$ cat config.mk
export PLATFORM = sky130hd
export DESIGN_NAME = jpeg_header_size_scan
export DESIGN_NICKNAME = d
export VERILOG_FILES = /design/src/jhs_pkg.sv /design/src/jpeg_header_size_scan.sv /design/src/jhs_parse.sv
export SDC_FILE = /design/constraint.sdc
export NUM_CORES = 1
export LEC_CHECK = 0
export BUFFER_PORTS_ARGS = -buffer_cell sky130_fd_sc_hd__clkbuf_2
export CORE_MARGIN = 4
export CORE_UTILIZATION = 30
export CTS_BUF_LIST = sky130_fd_sc_hd__clkbuf_16
export CTS_CLUSTER_SIZE = 10
export DETAILED_ROUTE_END_ITERATION = 10
export GPL_ROUTABILITY_DRIVEN = 0
export SLEW_MARGIN = 10
export SYNTH_ARGS = -nofsm -noshare
export SYNTH_HDL_FRONTEND = slang
export SYNTH_HIERARCHICAL = 1
export SYNTH_SLANG_ARGS = --single-unit
$ cat constraint.sdc
create_clock -name clk -period 6.2 [get_ports clk]
set_clock_uncertainty 0.2 [all_clocks]
set_input_delay 1.24 -clock clk [delete_from_list [all_inputs] [get_ports clk]]
set_output_delay 1.24 -clock clk [all_outputs]
set_load 0.05 [all_outputs]
$ cat src/jhs_pkg.sv
`timescale 1ns / 1ps
`default_nettype none

package jhs_pkg;

  localparam logic [7:0] BYTE_FILL   = 8'hFF;
  localparam logic [7:0] BYTE_SOI    = 8'hD8;
  localparam logic [7:0] BYTE_SOS    = 8'hDA;
  localparam logic [7:0] BYTE_EOI    = 8'hD9;
  localparam logic [3:0] SOF_GROUP   = 4'hC;
  localparam logic [7:0] BYTE_DHT    = 8'hC4;
  localparam logic [7:0] BYTE_JPG    = 8'hC8;
  localparam logic [7:0] BYTE_DAC    = 8'hCC;
  localparam logic [15:0] LEN_MIN    = 16'd2;

  localparam logic [2:0] ST_FOUND     = 3'd0;
  localparam logic [2:0] ST_NO_SOI    = 3'd1;
  localparam logic [2:0] ST_STRAY     = 3'd2;
  localparam logic [2:0] ST_NO_FRAME  = 3'd3;
  localparam logic [2:0] ST_BAD_LEN   = 3'd4;
  localparam logic [2:0] ST_TRUNCATED = 3'd5;

  localparam logic [3:0] PH_START0  = 4'd0;
  localparam logic [3:0] PH_START1  = 4'd1;
  localparam logic [3:0] PH_SEEK    = 4'd2;
  localparam logic [3:0] PH_FILL    = 4'd3;
  localparam logic [3:0] PH_LEN_HI  = 4'd4;
  localparam logic [3:0] PH_LEN_LO  = 4'd5;
  localparam logic [3:0] PH_SKIP    = 4'd6;
  localparam logic [3:0] PH_FLEN_HI = 4'd7;
  localparam logic [3:0] PH_FLEN_LO = 4'd8;
  localparam logic [3:0] PH_PREC    = 4'd9;
  localparam logic [3:0] PH_H_HI    = 4'd10;
  localparam logic [3:0] PH_H_LO    = 4'd11;
  localparam logic [3:0] PH_W_HI    = 4'd12;
  localparam logic [3:0] PH_W_LO    = 4'd13;
  localparam logic [3:0] PH_NCOMP   = 4'd14;

  typedef struct packed {
    logic        have;
    logic [2:0]  status;
    logic [15:0] height;
    logic [15:0] width;
  } res_t;

  function automatic logic is_frame_marker(input logic [7:0] c);
    return (c[7:4] == SOF_GROUP) && (c != BYTE_DHT) && (c != BYTE_JPG) && (c != BYTE_DAC);
  endfunction

endpackage

`default_nettype wire

$ cat src/jpeg_header_size_scan.sv
// A byte accepted into the input register is parsed combinationally; its result is registered on the outputs.
// Throughput: one byte per cycle while the result is not stalled; the parser state updates in a single step
// between the input register and the result register.
// A stalled result stalls the input whenever the input register holds a byte.
// Reset (rst, synchronous): parser idle until a beat with first_byte set.
`timescale 1ns / 1ps
`default_nettype none

module jpeg_header_size_scan import jhs_pkg::*; (
  input  wire logic        clk,
  input  wire logic        rst,
  input  wire logic        in_valid,
  output logic             in_stall,
  input  wire logic [7:0]  data_byte,
  input  wire logic        first_byte,
  input  wire logic        last_byte,
  output logic             out_valid,
  input  wire logic        out_stall,
  output logic [2:0]       scan_status,
  output logic [15:0]      frame_height,
  output logic [15:0]      frame_width
);

  logic       r_valid;
  logic [7:0] r_data;
  logic       r_first;
  logic       r_last;
  logic       out_free;
  logic       step;
  res_t       res;

  assign out_free = !out_valid || !out_stall;
  assign step     = r_valid && out_free;
  assign in_stall = r_valid && !out_free;

  always_ff @(posedge clk) begin
    if (rst) begin
      r_valid <= 1'b0;
    end else if (!in_stall) begin
      r_valid <= in_valid;
    end
  end

  always_ff @(posedge clk) begin
    if (!in_stall) begin
      r_data  <= data_byte;
      r_first <= first_byte;
      r_last  <= last_byte;
    end
  end

  jhs_parse u_parse (
    .clk        (clk),
    .rst        (rst),
    .step       (step),
    .data_byte  (r_data),
    .first_byte (r_first),
    .last_byte  (r_last),
    .res        (res)
  );

  always_ff @(posedge clk) begin
    if (rst) begin
      out_valid <= 1'b0;
    end else if (out_free) begin
      out_valid <= step && res.have;
    end
  end

  always_ff @(posedge clk) begin
    if (out_free) begin
      scan_status  <= res.status;
      frame_height <= res.height;
      frame_width  <= res.width;
    end
  end

endmodule

`default_nettype wire

$ cat src/jhs_parse.sv
`timescale 1ns / 1ps
`default_nettype none

module jhs_parse import jhs_pkg::*; (
  input  wire logic       clk,
  input  wire logic       rst,
  input  wire logic       step,
  input  wire logic [7:0] data_byte,
  input  wire logic       first_byte,
  input  wire logic       last_byte,
  output res_t            res
);

  logic [3:0]  phase, phase_next;
  logic [15:0] skip_count, skip_count_next;
  logic [7:0]  upper_byte, upper_byte_next;
  logic        stray_seen, stray_seen_next;
  logic [15:0] held_height, held_height_next;
  logic [15:0] held_width, held_width_next;
  logic        finished, finished_next;

  logic        active;
  logic        have;
  logic [2:0]  st;
  logic [15:0] len;
  logic [15:0] skip_dec;

  always_comb begin
    active = first_byte || !finished;
    if (first_byte) begin
      phase_next       = PH_START0;
      skip_count_next  = '0;
      upper_byte_next  = '0;
      stray_seen_next  = 1'b0;
      held_height_next = '0;
      held_width_next  = '0;
    end else begin
      phase_next       = phase;
      skip_count_next  = skip_count;
      upper_byte_next  = upper_byte;
      stray_seen_next  = stray_seen;
      held_height_next = held_height;
      held_width_next  = held_width;
    end
    len      = {upper_byte_next, data_byte};
    skip_dec = skip_count_next - 16'd1;
    have     = 1'b0;
    st       = ST_FOUND;

    unique case (phase_next)
      PH_START0: begin
        if (data_byte == BYTE_FILL) phase_next = PH_START1;
        else begin
          have = 1'b1;
          st   = ST_NO_SOI;
        end
      end
      PH_START1: begin
        if (data_byte == BYTE_SOI) begin
          phase_next      = PH_SEEK;
          stray_seen_next = 1'b0;
        end else begin
          have = 1'b1;
          st   = ST_NO_SOI;
        end
      end
      PH_SEEK: begin
        if (data_byte == BYTE_FILL) phase_next = PH_FILL;
        else stray_seen_next = 1'b1;
      end
      PH_FILL: begin
        if (data_byte != BYTE_FILL) begin
          priority if (stray_seen_next) begin
            have = 1'b1;
            st   = ST_STRAY;
          end else if (is_frame_marker(data_byte)) begin
            phase_next = PH_FLEN_HI;
          end else if (data_byte == BYTE_SOS || data_byte == BYTE_EOI) begin
            have = 1'b1;
            st   = ST_NO_FRAME;
          end else begin
            phase_next = PH_LEN_HI;
          end
          stray_seen_next = 1'b0;
        end
      end
      PH_LEN_HI: begin
        upper_byte_next = data_byte;
        phase_next      = PH_LEN_LO;
      end
      PH_LEN_LO: begin
        priority if (len < LEN_MIN) begin
          have = 1'b1;
          st   = ST_BAD_LEN;
        end else if (len == LEN_MIN) begin
          phase_next      = PH_SEEK;
          stray_seen_next = 1'b0;
        end else begin
          skip_count_next = len - LEN_MIN;
          phase_next      = PH_SKIP;
        end
      end
      PH_SKIP: begin
        skip_count_next = skip_dec;
        if (skip_dec == '0) begin
          phase_next      = PH_SEEK;
          stray_seen_next = 1'b0;
        end
      end
      PH_FLEN_HI: phase_next = PH_FLEN_LO;
      PH_FLEN_LO: phase_next = PH_PREC;
      PH_PREC:    phase_next = PH_H_HI;
      PH_H_HI: begin
        upper_byte_next = data_byte;
        phase_next      = PH_H_LO;
      end
      PH_H_LO: begin
        held_height_next = {upper_byte_next, data_byte};
        phase_next       = PH_W_HI;
      end
      PH_W_HI: begin
        upper_byte_next = data_byte;
        phase_next      = PH_W_LO;
      end
      PH_W_LO: begin
        held_width_next = {upper_byte_next, data_byte};
        phase_next      = PH_NCOMP;
      end
      PH_NCOMP: begin
        have = 1'b1;
        st   = ST_FOUND;
      end
      default: begin
        have = 1'b1;
        st   = ST_TRUNCATED;
      end
    endcase

    if (!have && last_byte) begin
      have = 1'b1;
      st   = (phase_next <= PH_START1) ? ST_NO_SOI : ST_TRUNCATED;
    end

    if (!active) have = 1'b0;
    finished_next = have ? 1'b1 : (first_byte ? 1'b0 : finished);

    res.have   = have;
    res.status = st;
    res.height = (st == ST_FOUND) ? held_height_next : '0;
    res.width  = (st == ST_FOUND) ? held_width_next : '0;
  end

  always_ff @(posedge clk) begin
    if (rst) begin
      phase       <= PH_START0;
      skip_count  <= '0;
      upper_byte  <= '0;
      stray_seen  <= 1'b0;
      held_height <= '0;
      held_width  <= '0;
      finished    <= 1'b1;
    end else if (step && active) begin
      phase       <= phase_next;
      skip_count  <= skip_count_next;
      upper_byte  <= upper_byte_next;
      stray_seen  <= stray_seen_next;
      held_height <= held_height_next;
      held_width  <= held_width_next;
      finished    <= finished_next;
    end
  end

endmodule

`default_nettype wire

==> impl_metrics.env <==
export IMPL_finalWorstSetupSlack_ns=2.38
export IMPL_grt_setup_unrepaired="false"
export IMPL_rr_endpoint="u_parse/held_height[9]"
export IMPL_endpoint="u_parse/held_height[7]"
export IMPL_grt_overflow_total=0
export IMPL_setup_viol_count_final=0
export IMPL_finalHoldViolCount=0
export IMPL_antenna_found_initial=0
export IMPL_maxCapViolCount=0
export IMPL_ios=51
export IMPL_cp_start_kind="primary input"
export IMPL_start_util_pct=30.5
export IMPL_layout_nets=730
export IMPL_p_leak_nw=2.19
export IMPL_post_route_min_period_ns=3.82
export IMPL_area_growth_pct=10.3
export IMPL_hold_class="reg -> reg"
export IMPL_critical_path_arrival_ns=3.91
export IMPL_die_w_um=149
export IMPL_cts_resized=0
export IMPL_wire_per_inst_um=17.7
export IMPL_critPathRequiredTime_ns=6.29
export IMPL_p_sw_share_pct=26.9
export IMPL_cts_tree="done"
export IMPL_clk_latency_ns=0.36
export IMPL_postCtsHoldBufs=0
export IMPL_syn_avg_cell_area_um2=8.31
export IMPL_cts_sinks=109
export IMPL_numCtsBuffers=9
export IMPL_power_share_clock_pct=37.0
export IMPL_pwr_share_comb_pct=9.2
export IMPL_p_int_w=0.00106
export IMPL_p_per_area_nw_per_um2=221
export IMPL_clk_pin_slew_ns=0.08
export IMPL_syn_area_um2=5940
export IMPL_yosysWarnings=6
export IMPL_grt_total_usage_pct=15.5
export IMPL_dp_slack_ns=2.02
export IMPL_cp_end_kind="flop"
export IMPL_syn_nets=732
export IMPL_max_freq_ghz=0.262
export IMPL_cts_max_path_buffers=2
export IMPL_yosysSeqAreaShare_pct=44.3
export IMPL_core_area_um2=19500
export IMPL_antenna_left=0
export IMPL_fin_setup_tns_ns=0
export IMPL_dpl_hpwl_mm=11.0
export IMPL_layout_drive_gt1_share_pct=12.1
export IMPL_htreeDepth=3
export IMPL_ys_seq_elements=109
export IMPL_ir_drop_v=0.000179
export IMPL_cts_root_buffer="clkbuf_16"
export IMPL_hold_slack_ns=0.291
export IMPL_vias_per_cell=5.71
export IMPL_postCtsSetupBuffers=0
export IMPL_die_height_um=149
export IMPL_ys_async_sr_fraction_pct=0
export IMPL_syn_inst=715
export IMPL_wl_mm=17.4
export IMPL_synth_edf_count=45
export IMPL_slew_violations=0
export IMPL_critPathKind="in -> reg"
export IMPL_yosysTopAreaCell="edfxtp_1"
export IMPL_antennaDiodeCount=0
export IMPL_status="completed"
export IMPL_drt_pass1_iter_count=5
export IMPL_worst_path_max_fanout=37
export IMPL_grt_first_pass_wirelength_mm=27.6
export IMPL_r2r_start="r_first"
export IMPL_grt_max_degree=66
export IMPL_post_route_period_util_pct=61.6
export IMPL_drc=0
export IMPL_power_w=0.00145
export IMPL_port_buffers=50
export IMPL_first_global_vias=5121
export IMPL_drt_iter0_drc=704
export IMPL_synth_top_area_share_pct=22.8
export IMPL_vias=5616
export IMPL_regToRegSetupSlack_ns=2.68
export IMPL_rr_worst_depth=6
export IMPL_tightest_slew_ns=1.21
export IMPL_synthDistinctLibCells=66
export IMPL_synthFlopType="dfxtp_1"
export IMPL_critical_path_startpoint="out_stall"
export IMPL_maxSlewHeadroom_pct=19.4
export IMPL_power_switching_w=0.000390
export IMPL_yosys_top_cells_area="edfxtp_1, dfxtp_1, nor2_1, a22oi_1, a21oi_1"
export IMPL_dieArea_um2=22100
export IMPL_placement_rows=51
export IMPL_sequentialPowerShare_pct=53.8
==> worst max-delay path, cell delays in order <==
cell and delay, ns:
clkbuf_2 0.10, nand2_1 0.05, buf_4 0.39, and2_1 0.31
nand2_1 0.45, nor2_1 1.00, a22oi_1 0.21, nor2_1 0.14
==> layout by cell type, fill, tap and decap left out, types with 6 or more instances in the layout <==
cell type,synthesis,routed
or3_1,7,7
a21oi_1,61,61
o211ai_1,12,12
a22oi_1,42,42
nand2b_1,9,9
buf_4,1,8
o21ai_0,27,27
nand3_1,47,47
clkbuf_2,2,50
or2_2,6,6
nor3_1,22,21
clkbuf_16,0,9
dfxtp_1,64,64
inv_1,17,19
nor4_1,11,11
a211oi_1,9,9
nor2_1,91,91
a221oi_1,7,7
nand4_1,8,8
nand2_1,63,63
edfxtp_1,45,45
==> cell usage after synthesis (4+ instances only) <==
library cell  count
or3_1             7
clkbuf_1         47
or4_1             5
a32oi_1           4
nor4_1           11
and3_1            5
a22oi_1          42
a211oi_1          9
dfxtp_1          64
or2_2             6
nand3_1          47
buf_1             4
inv_1            17
nand4_1           8
nand2_1          63
nor3b_1           4
nand2b_1          9
nor3_1           22
o21ai_0          27
o22ai_1           4
and2_1            5
nor2_1           91
o211ai_1         12
a21oi_1          61
a221oi_1          7
a31oi_1           5
buf_2            17
edfxtp_1         45
==> cell type report <==
class	instances	area (µm²)
Sequential cell	109	2630
Multi-Input combinational cell	518	2950
Clock inverter	7	36.3
Clock buffer	9	225
Timing Repair Buffer	58	310
Fill cell	2052	12900
Tap cell	265	332
Inverter	17	63.8
==> how the worst min path moves through the flow <==
stage,start,end,cells past startpoint
floorplan,r_valid,out_valid,2
global placement,u_parse/held_width[11],u_parse/held_width[11],2
detailed placement,u_parse/held_width[3],u_parse/held_width[3],2
CTS,r_valid,out_valid,2
global route,u_parse/held_width[5],u_parse/held_width[5],2
finish,r_valid,out_valid,2
==> cells by family after synthesis <==
group	after synthesis	synth area share [%]
AND/OR/NAND/NOR	298	24.5
AO/OA/AOI/OAI	210	23.5
flip-flops	109	44.3
buffers and inverters	88	6.02
XOR/XNOR	6	0.885
adder cells (fa/ha/maj)	3	0.632
multiplexers	1	0.169
==> power groups by stage <==
stage | clock network [W] | logic (W) | registers, W
5_1_grt | 0.000569 | 0.000144 | 0.000783
2_1_floorplan | 0 | 0.0000860 | 0.000804
6_report | 0.000536 | 0.000133 | 0.000781
3_3_place_gp | 0 | 0.000132 | 0.000797
4_1_cts | 0.000543 | 0.000132 | 0.000780
3_5_place_dp | 0 | 0.000132 | 0.000796
==> metrics by stage <==
step	instances	util (%)	area (µm²)
2_1_floorplan	715	-	5940
3_3_place_gp	967	32.3	6290
3_5_place_dp	967	32.3	6290
4_1_cts	983	33.7	6550
5_1_grt	983	33.7	6550
6_report	983	33.7	6550
==> flip-flops by register name (all words and copies together) (netlist names) <==
name                 count
r_valid                  1
u_parse/phase            4
u_parse/finished         1
frame_width             16
u_parse/held_width      16
u_parse/held_height     16
u_parse/skip_count      16
out_valid                1
scan_status              3
r_data                   8
u_parse/stray_seen       1
frame_height            16
r_last                   1
u_parse/upper_byte       8
r_first                  1
==> per-layer routing <==
layer | global-route usage (%) | routed length, µm | up-vias
li1 | - | - | 2633
met1 | 22.2 | 8000 | 2727
met2 | 23.5 | 7720 | 224
met3 | 3.63 | 1310 | 32
met4 | 3.83 | 312 | 0
met5 | 0 | 0 | -
Power figures use the tool's default switching activity.
